[src/rtl/pgrs_pkg.sv]
// Shared types and constants for the polar grid restriction scatter block.
`default_nettype none
package pgrs_pkg;

   // Operation codes carried by the request opcode field.
   localparam logic [1:0] OP_CLEAR   = 2'd0;
   localparam logic [1:0] OP_SCATTER = 2'd1;
   localparam logic [1:0] OP_READ    = 2'd2;

   // Result status codes.
   localparam logic [1:0] STAT_OK    = 2'd0;
   localparam logic [1:0] STAT_RANGE = 2'd1;
   localparam logic [1:0] STAT_ZERO  = 2'd2;

   // Configuration register indexes and reset values.
   localparam logic CSR_RADII  = 1'b0;
   localparam logic CSR_ANGLES = 1'b1;
   localparam logic [6:0] RADII_RESET  = 7'd64;
   localparam logic [7:0] ANGLES_RESET = 8'd128;

   // Quotient bits produced by the bit-serial divider.
   localparam int DIV_STEPS = 32;

   // Limits of the 40-bit read result.
   localparam logic signed [63:0] READ_MAX = 64'sd549755813887;
   localparam logic signed [63:0] READ_MIN = -64'sd549755813888;

   typedef enum logic [3:0] {
      S_CLEAR_INIT,
      S_CLEAR_OP,
      S_IDLE,
      S_DECODE,
      S_WEIGHT,
      S_MUL,
      S_DIV,
      S_RMW_RD,
      S_RMW_WR,
      S_READ,
      S_DONE
   } state_type;

   // Commands from the controller to the datapath.
   typedef struct packed {
      logic load_req;
      logic load_weight;
      logic load_prod;
      logic div_step;
      logic mem_rd_upd;
      logic mem_wr_upd;
      logic mem_rd_sum;
      logic clr_wr;
      logic load_rsp;
      logic rsel;
      logic asel;
   } cmd_type;

   // Status from the datapath to the controller.
   typedef struct packed {
      logic [1:0] opcode;
      logic [1:0] code;
      logic       rodd;
      logic       aodd;
   } stat_type;

endpackage
`default_nettype wire

[src/rtl/pgrs_ctrl.sv]
// Controller state machine: sequences clears, scatter updates and reads.
`default_nettype none
module pgrs_ctrl #(
   parameter int DEPTH = 8192,
   parameter int ADDR_WIDTH = 13
) (
   input  wire logic                  clock,
   input  wire logic                  reset,
   input  wire logic                  req_valid,
   output logic                       req_ready,
   output logic                       rsp_valid,
   input  wire logic                  rsp_ready,
   input  wire pgrs_pkg::stat_type    stat,
   output pgrs_pkg::cmd_type          cmd,
   output logic [ADDR_WIDTH-1:0]      clr_addr
);

   pgrs_pkg::state_type state_ff, state_in;
   logic [ADDR_WIDTH-1:0] clr_cnt_ff, clr_cnt_in;
   logic [4:0] div_cnt_ff, div_cnt_in;
   logic [1:0] upd_ff, upd_in;
   logic rsp_valid_ff, rsp_valid_in;
   logic clr_last, div_last, upd_last;
   logic req_xfer;
   logic rsp_free;

   assign clr_last = (clr_cnt_ff == ADDR_WIDTH'(DEPTH - 1));
   assign div_last = (div_cnt_ff == 5'(pgrs_pkg::DIV_STEPS - 1));
   assign upd_last = (upd_ff == {stat.aodd & stat.rodd, stat.aodd | stat.rodd});
   assign rsp_free = !rsp_valid_ff || rsp_ready;
   assign req_ready = (state_ff == pgrs_pkg::S_IDLE);
   assign req_xfer = req_valid && req_ready;
   assign rsp_valid = rsp_valid_ff;
   assign clr_addr = clr_cnt_ff;

   // Next state.
   always_comb begin
      state_in = state_ff;
      unique case (state_ff)
         pgrs_pkg::S_CLEAR_INIT: begin
            if (clr_last) state_in = pgrs_pkg::S_IDLE;
         end
         pgrs_pkg::S_CLEAR_OP: begin
            if (clr_last) state_in = pgrs_pkg::S_DONE;
         end
         pgrs_pkg::S_IDLE: begin
            if (req_xfer) state_in = pgrs_pkg::S_DECODE;
         end
         pgrs_pkg::S_DECODE: begin
            priority if (stat.code != pgrs_pkg::STAT_OK) begin
               state_in = pgrs_pkg::S_DONE;
            end else if (stat.opcode == pgrs_pkg::OP_CLEAR) begin
               state_in = pgrs_pkg::S_CLEAR_OP;
            end else if (stat.opcode == pgrs_pkg::OP_SCATTER) begin
               state_in = pgrs_pkg::S_WEIGHT;
            end else if (stat.opcode == pgrs_pkg::OP_READ) begin
               state_in = pgrs_pkg::S_READ;
            end else begin
               state_in = pgrs_pkg::S_DONE;
            end
         end
         pgrs_pkg::S_WEIGHT: state_in = pgrs_pkg::S_MUL;
         pgrs_pkg::S_MUL:    state_in = pgrs_pkg::S_DIV;
         pgrs_pkg::S_DIV: begin
            if (div_last) state_in = pgrs_pkg::S_RMW_RD;
         end
         pgrs_pkg::S_RMW_RD: state_in = pgrs_pkg::S_RMW_WR;
         pgrs_pkg::S_RMW_WR: begin
            state_in = upd_last ? pgrs_pkg::S_DONE : pgrs_pkg::S_WEIGHT;
         end
         pgrs_pkg::S_READ: state_in = pgrs_pkg::S_DONE;
         pgrs_pkg::S_DONE: begin
            // Wait here while the previous result still sits in the output register.
            if (rsp_free) state_in = pgrs_pkg::S_IDLE;
         end
         default: state_in = pgrs_pkg::S_IDLE;
      endcase
   end

   // Counters and response valid.
   always_comb begin
      clr_cnt_in = clr_cnt_ff;
      div_cnt_in = div_cnt_ff;
      upd_in = upd_ff;
      rsp_valid_in = rsp_valid_ff;
      if (state_ff == pgrs_pkg::S_CLEAR_INIT || state_ff == pgrs_pkg::S_CLEAR_OP) begin
         clr_cnt_in = clr_last ? '0 : clr_cnt_ff + 1'b1;
      end
      if (state_ff == pgrs_pkg::S_DIV) begin
         div_cnt_in = div_cnt_ff + 1'b1;
      end
      if (state_ff == pgrs_pkg::S_DECODE) begin
         upd_in = '0;
      end else if (state_ff == pgrs_pkg::S_RMW_WR) begin
         upd_in = upd_ff + 1'b1;
      end
      if (rsp_valid_ff && rsp_ready) rsp_valid_in = 1'b0;
      if (state_ff == pgrs_pkg::S_DONE && rsp_free) rsp_valid_in = 1'b1;
   end

   // Datapath commands.
   always_comb begin
      cmd = '0;
      cmd.rsel = stat.rodd & upd_ff[0];
      cmd.asel = stat.aodd & (stat.rodd ? upd_ff[1] : upd_ff[0]);
      cmd.load_req = req_xfer;
      unique case (state_ff)
         pgrs_pkg::S_CLEAR_INIT, pgrs_pkg::S_CLEAR_OP: cmd.clr_wr = 1'b1;
         pgrs_pkg::S_WEIGHT: cmd.load_weight = 1'b1;
         pgrs_pkg::S_MUL:    cmd.load_prod = 1'b1;
         pgrs_pkg::S_DIV:    cmd.div_step = 1'b1;
         pgrs_pkg::S_RMW_RD: cmd.mem_rd_upd = 1'b1;
         pgrs_pkg::S_RMW_WR: cmd.mem_wr_upd = 1'b1;
         pgrs_pkg::S_READ:   cmd.mem_rd_sum = 1'b1;
         pgrs_pkg::S_DONE:   cmd.load_rsp = rsp_free;
         default: ;
      endcase
   end

   always_ff @(posedge clock) begin
      if (reset) begin
         state_ff <= pgrs_pkg::S_CLEAR_INIT;
         clr_cnt_ff <= '0;
         div_cnt_ff <= '0;
         upd_ff <= '0;
         rsp_valid_ff <= 1'b0;
      end else begin
         state_ff <= state_in;
         clr_cnt_ff <= clr_cnt_in;
         div_cnt_ff <= div_cnt_in;
         upd_ff <= upd_in;
         rsp_valid_ff <= rsp_valid_in;
      end
   end

endmodule
`default_nettype wire

[config.mk]
export PLATFORM = sky130hd
export DESIGN_NAME = pgrs_ctrl
export DESIGN_NICKNAME = d
export VERILOG_FILES = /design/src/rtl/pgrs_pkg.sv /design/src/rtl/pgrs_ctrl.sv
export SDC_FILE = /design/constraint.sdc
export NUM_CORES = 1
export LEC_CHECK = 0
export BUFFER_PORTS_ARGS = -buffer_cell sky130_fd_sc_hd__buf_2
export CORE_MARGIN = 5
export CORE_UTILIZATION = 30
export CTS_CLUSTER_DIAMETER = 120
export DETAILED_ROUTE_END_ITERATION = 8
export PLACE_DENSITY_LB_ADDON = 0.3
export SKIP_LAST_GASP = 1
export SLEW_MARGIN = 40
export SYNTH_ARGS = -nofsm -noshare
export SYNTH_HDL_FRONTEND = slang
export SYNTH_SLANG_ARGS = --single-unit
[constraint.sdc]
create_clock -name clock -period 4.2 [get_ports clock]
set_clock_uncertainty 0.05 [all_clocks]
set_input_delay 0.21 -clock clock [delete_from_list [all_inputs] [get_ports clock]]
set_output_delay 0.21 -clock clock [all_outputs]
set_load 0.03 [all_outputs]
**Yosys cells after proc, flatten, opt, wreduce, memory -nomap -nowiden**

Index checks and enable logic that the tools add are counted.
W data, S select, Z words.

- Add/subtract/negate cells: 3
- Equality and inequality tests: 20
- Mux-type cells: 23
- Bitwise operators: 4
- Reduce and logical (&&, ||, !) cells: 13

Operators with widths:

| kind | count |
|---|---|
| $pmux W4 S11 | 1 |
| $mux W4 | 9 |
| $eq A4 B3 Y1 const B | 4 |
| $add A13 B1 Y13 const B | 1 |
| $eq A13 B13 Y1 const B | 1 |
| $mux W13 | 1 |
| $eq A4 B4 Y1 const B | 3 |
| $mux W1 | 11 |
| $eq A4 B2 Y1 const B | 2 |
| $ne A2 B2 Y1 const B | 4 |
| $add A5 B1 Y5 const B | 1 |
| $eq A5 B5 Y1 const B | 1 |
| $reduce_and A5 Y1 | 1 |
| $eq A4 B1 Y1 const B | 1 |
| $logic_not A4 Y1 | 1 |
| $reduce_bool A2 Y1 | 2 |
| $reduce_or A2 Y1 | 2 |
| $and A1 B1 Y1 | 3 |
| $logic_and A1 B1 Y1 | 3 |
| $add A2 B1 Y2 const B | 1 |
| $eq A2 B1 Y1 const B | 1 |
| $eq A2 B2 Y1 | 1 |
| $eq A2 B2 Y1 const B | 1 |
| $logic_not A2 Y1 | 1 |
| 5 further kinds | 6 |

- Flip-flop bits (word level): 25
- Bits of input ports: 10
- Output and inout port bits: 26
- Logic and storage cells: 68

**Longest topological paths before layout**

Gate-level depths: netlist of run 1.

- Depth in word-level cells: 6
- Gate-level depth with buffers: 7
- Mapped depth without buffers: 7

**Least setup slack after synthesis of run 1**

OpenSTA, ideal clock, no wires.

- Kind: reg2out
- From: register state_ff[3]
- To: output cmd[10] (netlist name)
- Arrival time: 1.758 ns
- Required time: 3.940 ns
- Slack: 2.182 ns
- Cell stages (with the launch flop): 6
- Path buffers: 2
- Cells stage by stage: dfxtp_1 > clkbuf_1 > nand2b_1 > nor3_1 > and2_1 > buf_4

- Word-level cells in the longest chain between the ends: 2

RTL lines:

| element | RTL line | text |
|---|---|---|
| from (decl) | pgrs_ctrl.sv:18 | `pgrs_pkg::state_type state_ff, state_in;` |
| from (signal assigned) | pgrs_ctrl.sv:122 | `state_ff <= pgrs_pkg::S_CLEAR_INIT;` |
| from (signal assigned) | pgrs_ctrl.sv:128 | `state_ff <= state_in;` |
| $eq A4 B2 Y1 | pgrs_ctrl.sv:31 | `assign req_ready = (state_ff == pgrs_pkg::S_IDLE);` |
| named net req_ready | pgrs_ctrl.sv:10 | `output logic req_ready,` |
| $logic_and A1 B1 Y1 | pgrs_ctrl.sv:32 | `assign req_xfer = req_valid && req_ready;` |
| to (decl) | pgrs_ctrl.sv:14 | `output pgrs_pkg::cmd_type cmd,` |

The timed path passes the listed nets, and every way through them passes these cells.

==> impl_metrics.ini, run 1 <==
[run_status]
outcome = finished, final reports clean

[routing]
drc = 0
routed_via_density = 5.00
avgRoutedWirePerCell_um = 12.5
drtAntennaViolNets = 0
vias = 1246
wl_mm = 3.12
drt_iter0_drc = 90
dr.pass1.iters = 4

[placed_design]
dpl.hpwl_mm = 2.27
portBuffers = 35
place.gp.congestion = 0.765

[logic_synthesis]
synth_cell_type_count = 43
syn_nets = 180
yosys_warnings = 0
async_flop_share = 0
synth-seq-cells = 25
synth_edf_count = 0
synth-main-ff-cell = dfxtp_1
synth.avg_cell_area_sq_um = 8.50
synth_seq_area_share = 0.352
netlist_instances = 167
syn-cell-area_sq_um = 1420

[job]
maxCapViolCount = 0

[clock_network]
cts_hold_buf = 0
numCtsBuffers = 3
clock_latency_ns = 0.27
clk_pin_slew_worst_paths_ns = 0.09
clock_path_buffers = 2
cts.sinks = 25
ctsResizeCount = 0
cts_root_buf = clkbuf_8
cts_tree = yes
post-cts-setup-buffer-count = 0
cts_max_level = 1

[timing]
hold_viol_final = 0
worst_pin_slew_ns = 0.724
setup_tns_ns = 0
timing.final.crit_period_ns = 2.28
finalCritPeriodShare = 0.542
whs_ns = 0.235
clock.fmax_ghz = 0.439
rsz0062_at_grt = no
relSlewSlack = 0.511
final_max_slew_viol_count = 0
setup_viol = 0

[floorplan]
rows = 25
die_area_sq_um = 6210
die_w_um = 78.8
dieHeight_um = 78.8
core_sq_um = 4660
ios = 36
start_util = 0.305

[final_layout]
mostFrequentLayoutCells = buf_2 (35), dfxtp_1 (25), nor2_1 (21), nand2_1 (11), xnor2_1 (9)
nNetsFinal = 209
drive_above_1_share = 0.231
multiInputGateArea_sq_um = 857
n_fill_cell = 497
fin_util = 0.357
seq_area_sq_um = 500
syn_to_final_growth_pct = 17.1
final_common_cell = buf_2
n_antenna_cell = 0

[worst_setup_path]
endpoint_kind = output pin
cpLargestDelayFamily = simple AND/OR/NAND/NOR gates
cpPeakStageDelay_ns = 0.76
crit_fanout = 17
arrival_ns = 2.02
crit_required_ns = 3.94
path_class = flip-flop to output pin
worst-path-buf-inv = 1
crit_chain = nor4bb_2 > buf_2
cp_slowest_cell = nor4bb_2
start_kind = flip-flop

[power]
powerDensity_nw_per_um2 = 249
leakage_nw = 0.650
vdd_drop_max_v = 0.000157
fin_total_pwr_mw = 0.414

[min_path]
hold_class = input port to flip-flop

[global_routing]
grt_usage = 0.103
grt_pass1_wl_mm = 5.24
grt_overflow_total = 0
antenna_found_initial = 0
grt_max_degree = 18
first_global_vias = 1092
==> power by group <==
group / switching (mW) / internal, mW / total (mW)
Clock: 0.0767 / 0.0664 / 0.143
Combinational: 0.0173 / 0.0109 / 0.0281
Sequential: 0.00303 / 0.239 / 0.242
Total: 0.0970 / 0.317 / 0.414
==> state kept, by name (all words and copies together) (netlist names) <==
register    flops
clr_addr       13
div_cnt_ff      5
state_ff        4
rsp_valid       1
upd_ff          2
==> metal layers <==
layer	up-vias	track usage	wire length, um	part of all wire
li1	659	-	-	-
met1	563	0.138	1570	0.50
met2	22	0.160	1390	0.45
met3	2	0.0306	129	0.041
met4	0	0.0315	31	0.010
met5	-	0	0	0
==> worst min-delay path: cells and delay by family <==
| family | cells | cell delay (ns) |
|---|---|---|
| AOI/OAI and AO/OA | 1 | 0.08 |
| buffers and inverters | 1 | 0.07 |
| and+or+nand+nor | 1 | 0.16 |
==> cells by family after synthesis <==
kind of cell,synth area share
and+or+nand+nor,0.324
DFF,0.352
xor gates and xnor gates,0.0925
buffers and inverters,0.0485
adders and majority gates,0.0264
AOI/OAI and AO/OA,0.120
muxes,0.0361
==> layout make-up <==
cell class / count / area share
well taps: 54 / 0.0406
flip-flops and latches: 25 / 0.301
multi-input cells: 128 / 0.515
repair buffers: 35 / 0.105
clock buffers: 3 / 0.0248
clock inverters: 1 / 0.00301
inverters: 3 / 0.00978
==> synthesized netlist by cell type (5+ instances only) <==
| master | count | share of area |
|---|---|---|
| nor3_1 | 7 | 0.025 |
| a21oi_1 | 5 | 0.018 |
| xor2_1 | 6 | 0.037 |
| dfxtp_1 | 25 | 0.35 |
| clkbuf_1 | 8 | 0.021 |
| nand4_1 | 7 | 0.031 |
| nor2_1 | 21 | 0.056 |
| xnor2_1 | 9 | 0.056 |
| or4_1 | 5 | 0.026 |
| nand2_1 | 11 | 0.029 |
==> stage by stage <==
stage                     cells  worst slack, ns  instance area, sq um
after floorplan             167             2.18                  1420
after global placement      245             1.95                  1610
after detailed placement    245             2.17                  1620
after CTS                   249             1.92                  1660
after global routing        249             1.76                  1660
final                       249             1.92                  1660
==> final timing paths <==
check	startpoint	endpoint	slack [ns]	cells past startpoint
worst max register to register	state_ff[2]	clr_addr[11]	2.13	5
worst min register to register	clr_addr[11]	clr_addr[11]	0.45	2
worst min-delay path	rsp_ready	rsp_valid	0.24	3
worst max-delay path	state_ff[1]	cmd[7]	1.92	2
(Power assumes the default switching activity.)
==> run 2, diff against run 1 <==
- clock period: 4.2 -> 2.3 ns (I/O delays scaled with it)
==> run 2 against run 1 <==
Net effect:
- largest power group unchanged
- worst hold slack worse by 0.091 ns
- via count grew 2.6%
- combinational power rose by 82%
- routed wire length increased by 1.3%
- worst setup slack worse by 1.5 ns
- non-clock buffer count increased by 4
- sequential share of layout area fell by 0.42 points
==> impl_metrics.ini, run 2 (synthesized netlist as in run 1, its figures left out) <==
[timing]
setup_tns_ns = 0
timing.final.crit_period_ns = 1.91
hold_viol_final = 0
finalCritPeriodShare = 0.832
clock.fmax_ghz = 0.522
final_max_slew_viol_count = 0
worst_pin_slew_ns = 0.503
setup_viol = 0
relSlewSlack = 0.664
rsz0062_at_grt = no

[worst_setup_path]
cp_common_cell = ha_1
cp_slowest_cell = dfxtp_1
reg2reg_from = div_cnt_ff[0]
crit_chain = ha_1 > and3_1 > ha_1 > mux2_2 > o311ai_0 > o22ai_1 > nor3b_1
rrSetupSlack_ns = 0.39
cpLargestDelayFamily = compound AO/OA/AOI/OAI gates
arrival_ns = 2.02
worst-path-buf-inv = 0
endpoint_kind = flip-flop
path_class = flip-flop to flip-flop
crit_fanout = 3
start_kind = flip-flop
rr_endpoint = state_ff[3]
worst-r2r-cell-count = 7
crit_required_ns = 2.41
cpPeakStageDelay_ns = 0.35

[floorplan]
dieHeight_um = 78.8
start_util = 0.305
rows = 25
core_sq_um = 4660
ios = 36
die_w_um = 78.8
die_area_sq_um = 6210

[routing]
vias = 1278
drt_iter0_drc = 89
drc = 0
avgRoutedWirePerCell_um = 12.5
dr.pass1.iters = 4
routed_via_density = 5.05
wl_mm = 3.15
drtAntennaViolNets = 0

[min_path]
min_path_cells = 2
hold_class = input port to flip-flop
hp-start = reset
holdPathEnd = clr_addr[0]

[global_routing]
grt_pass1_wl_mm = 5.29
antenna_found_initial = 0
grt_overflow_total = 0
grt_max_degree = 18
first_global_vias = 1136
grt_usage = 0.104

[power]
leakage_nw = 0.671
clockPowerShare = 0.349
switchingPower_mw = 0.181
p_sw_frac = 0.239
vdd_drop_max_v = 0.000171
seqPwrFrac = 0.583
pwr-share-comb = 0.067
power.internal_mw = 0.578
powerDensity_nw_per_um2 = 450

[job]
maxCapViolCount = 0

[final_layout]
syn_to_final_growth_pct = 18.8
nNetsFinal = 213
n_antenna_cell = 0
drive_above_1_share = 0.241
mostFrequentLayoutCells = buf_2 (35), dfxtp_1 (25), nor2_1 (21), nand2_1 (11), xnor2_1 (9)
largest_reg_flops = 13
n_fill_cell = 494
fin_cells = 253
multiInputGateArea_sq_um = 851
seq_area_sq_um = 500
final_common_cell = buf_2

[clock_network]
cts_max_level = 1
post-cts-setup-buffer-count = 0
clk_pin_slew_worst_paths_ns = 0.10
cts_hold_buf = 0
clock_path_buffers = 2
clock_latency_ns = 0.27
cts.sinks = 25
cts_root_buf = clkbuf_8
ctsResizeCount = 0
cts_tree = yes
numCtsBuffers = 3

[placed_design]
dpl.hpwl_mm = 2.36
dp.cells = 249
place.gp.congestion = 0.791
portBuffers = 35

[run_status]
outcome = finished, final reports clean
==> run 2: worst max path at each step <==
stage / end / cells past startpoint / slack (ns) / from
after floorplan: cmd[10] / 5 / 0.38 / state_ff[3]
after global placement: state_ff[3] / 7 / 0.46 / div_cnt_ff[0]
after detailed placement: state_ff[3] / 7 / 0.42 / div_cnt_ff[0]
after CTS: state_ff[3] / 7 / 0.39 / div_cnt_ff[0]
after global routing: state_ff[3] / 7 / 0.25 / div_cnt_ff[0]
final: state_ff[3] / 7 / 0.39 / div_cnt_ff[0]
==> run 2: power groups by stage <==
| stage | clock (mW) | sequential, mW | combinational, mW |
|---|---|---|---|
| after floorplan | 0 | 0.461 | 0.0233 |
| after global placement | 0 | 0.453 | 0.0520 |
| after detailed placement | 0 | 0.453 | 0.0518 |
| after CTS | 0.279 | 0.443 | 0.0522 |
| after global routing | 0.299 | 0.444 | 0.0567 |
| final | 0.265 | 0.443 | 0.0512 |
==> run 2: layer usage <==
metal  GRT usage  part of all wire  wire length, um
met2       0.166              0.46             1440
met5           0                 0                0
met3      0.0159             0.030               96
met4      0.0437            0.0095               30
met1       0.138              0.50             1590
==> run 2: final cells by class <==
class                   instances  share of cell area
repair buffers                 39               0.122
clock buffers                   3              0.0245
flip-flops and latches         25               0.297
clock inverters                 1             0.00297
multi-input cells             128               0.504
inverters                       3             0.00964
well taps                      54              0.0401
==> run 2: stage by stage <==
step	hold WS [ns]	instance area, sq um	utilization	setup WS, ns	total power, mW
6_report	0.145	1690	0.362	0.386	0.760
3_5_place_dp	0.441	1640	0.352	0.415	0.505
3_3_place_gp	0.434	1640	0.352	0.456	0.505
4_1_cts	0.151	1690	0.362	0.392	0.774
5_1_grt	0.164	1690	0.362	0.252	0.800
2_1_floorplan	0.285	1420	-	0.377	0.484
==> run 3, diff against run 2 <==
- ABC_AREA: default -> 1
- clock period: 2.3 -> 1.8 ns (I/O delays scaled with it)
==> run 3 against run 2 <==
Net effect:
- worst hold slack got worse by 0.054 ns
- sequential power increased by 28%
- global-route usage increased by 0.40 points
- sequential share of layout area decreased by 1.2 points
- clock power increased by 25%
- sequential cell count unchanged
- first-iteration DRC count decreased by 42%
- combinational power increased by 36%
- largest power group unchanged
==> impl_metrics.ini, run 3 <==
[logic_synthesis]
synth_top_cells_by_area = dfxtp_1 (34%), nand2_1 (12%), nor2_1 (11%)
synth.avg_cell_area_sq_um = 6.61
synth_cell_type_count = 29
netlist_instances = 221
synth_seq_area_share = 0.343
synth_edf_count = 0
synthTopCellsByCount = nand2_1 (48), nor2_1 (41), dfxtp_1 (25)
async_flop_share = 0
synth_most_common_cell = nand2_1
yosysTopAreaCellShare = 0.343
synth-main-ff-cell = dfxtp_1
synth_top_area_cell = dfxtp_1
synth-seq-cells = 25
syn-cell-area_sq_um = 1460
syn_nets = 234
yosys_warnings = 0

[floorplan]
die_area_sq_um = 6360
core_sq_um = 4720
ios = 36
dieHeight_um = 79.8
rows = 25
die_w_um = 79.8
start_util = 0.309

[final_layout]
n_fill_cell = 525
drive_above_1_share = 0.244
nNetsFinal = 272
fin_cells = 325
n_antenna_cell = 0
syn_to_final_growth_pct = 20.7
mostFrequentLayoutCells = nand2_1 (48), nor2_1 (41), buf_2 (35), dfxtp_1 (24), inv_1 (23)
final_common_cell = nand2_1
largest_reg_flops = 13

[global_routing]
grt_max_degree = 14
antenna_found_initial = 0
first_global_vias = 1310
grt_pass1_wl_mm = 5.60
grt_usage = 0.108
grt_overflow_total = 0

[clock_network]
clock_path_buffers = 2
cts.sinks = 25
cts_tree = yes
clk_pin_slew_worst_paths_ns = 0.09
numCtsBuffers = 3
clock_latency_ns = 0.26
cts_root_buf = clkbuf_8
cts_max_level = 1
cts_hold_buf = 0

[timing]
finalCritPeriodShare = 0.919
setup_tns_ns = 0
hold_viol_final = 0
relSlewSlack = 0.791
setup_viol = 0
timing.final.crit_period_ns = 1.65
worst_pin_slew_ns = 0.313
rsz0062_at_grt = no
clock.fmax_ghz = 0.605
final_max_slew_viol_count = 0

[power]
seqPwrFrac = 0.584
vdd_drop_max_v = 0.000391
leakage_nw = 0.791
p_sw_frac = 0.233
powerDensity_nw_per_um2 = 549
clockPowerShare = 0.344
switchingPower_mw = 0.226
power.internal_mw = 0.741
pwr-share-comb = 0.072

[placed_design]
place.gp.congestion = 0.774
dpl.hpwl_mm = 2.55
portBuffers = 35
dp.cells = 319

[routing]
avgRoutedWirePerCell_um = 10.0
met2_wirelength_mm = 1.38
wl_mm = 3.26
drtAntennaViolNets = 0
met1Wirelength_mm = 1.69
vias = 1413
drc = 0
dr.pass1.iters = 4
top_layer = met4
wl_met3_um = 156
routed_via_density = 4.35
drt_iter0_drc = 52

[worst_setup_path]
endpoint_kind = flip-flop
path_class = flip-flop to flip-flop
crit_required_ns = 1.92
arrival_ns = 1.77
start_kind = flip-flop
crit_fanout = 5

[run_status]
outcome = finished, final reports clean

[min_path]
hold_class = input port to flip-flop

[job]
maxCapViolCount = 0
run 3: cell types whose count changed after synthesis, sizes merged, moves of 6 or more:
cell	change
nand2	+41
nor2	+29
inv	+24
o21ai	+9
nand3	+8
xnor2	-8
clkbuf	-7
a21oi	+6
run 3: power groups by stage:
stage          Clock, mW  Sequential, mW  Combinational [mW]
5_1_grt            0.368           0.566              0.0808
2_1_floorplan          0           0.589              0.0314
3_5_place_dp           0           0.578              0.0694
3_3_place_gp           0           0.578              0.0689
4_1_cts            0.344           0.565              0.0699
6_report           0.332           0.565              0.0696
run 3: cell families after synthesis:
group	synth area share
flops	0.343
fa+ha+maj	0.0257
compound gates	0.0968
buf+inv	0.0874
simple gates	0.423
xor+xnor	0.0240
run 3: per-layer routing:
layer / vias up / global-route usage
li1: 784 / -
met5: - / 0
met2: 27 / 0.164
met1: 600 / 0.151
met4: 0 / 0.0405
met3: 2 / 0.0181
run 3: cell type report:
class	instances	area [sq um]	area share
sequential	25	502	0.285
tap	67	83.8	0.0476
timing repair buffer	37	190	0.108
inverter	27	101	0.0575
clock buffer	4	45.0	0.0256
multi-input combinational	165	840	0.477
run 3: path summary, 6_finish.rpt:
path	startpoint	end	slack (ns)	depth (start not counted)
worst max-delay path	clr_addr[0]	clr_addr[9]	0.15	8
worst min-delay path	rsp_ready	rsp_valid	0.09	4
worst max register to register	clr_addr[0]	clr_addr[9]	0.15	8
worst min register to register	div_cnt_ff[3]	div_cnt_ff[3]	0.44	2
run 3: repair_timing:
action / in CTS / in global routing
resized for setup: 0 / 3
hold endpoints to repair: 0 / 0
buffers inserted: 0 / 2
setup endpoints to repair: 0 / 4
run 3: stage by stage:
| stage | area, sq um | setup slack (ns) | total power [mW] | utilization | hold slack, ns |
|---|---|---|---|---|---|
| global placement | 1690 | 0.125 | 0.647 | 0.358 | 0.371 |
| global route | 1760 | 0.00189 | 1.01 | 0.373 | 0.111 |
| detailed placement | 1690 | 0.124 | 0.647 | 0.358 | 0.371 |
| floorplan | 1460 | 0.0914 | 0.620 | - | 0.118 |
| finish | 1760 | 0.147 | 0.967 | 0.373 | 0.0906 |
| CTS | 1740 | 0.110 | 0.979 | 0.368 | 0.0847 |
run 3: critical path, cell delays in order, from the launching register on:
cell     delay [ns]
dfxtp_1        0.41
ha_1           0.19
nand2_1        0.12
nor2_1         0.19
nand4_2        0.20
o21ai_4        0.22
inv_2          0.07
nand2_1        0.07
nor2_1         0.04
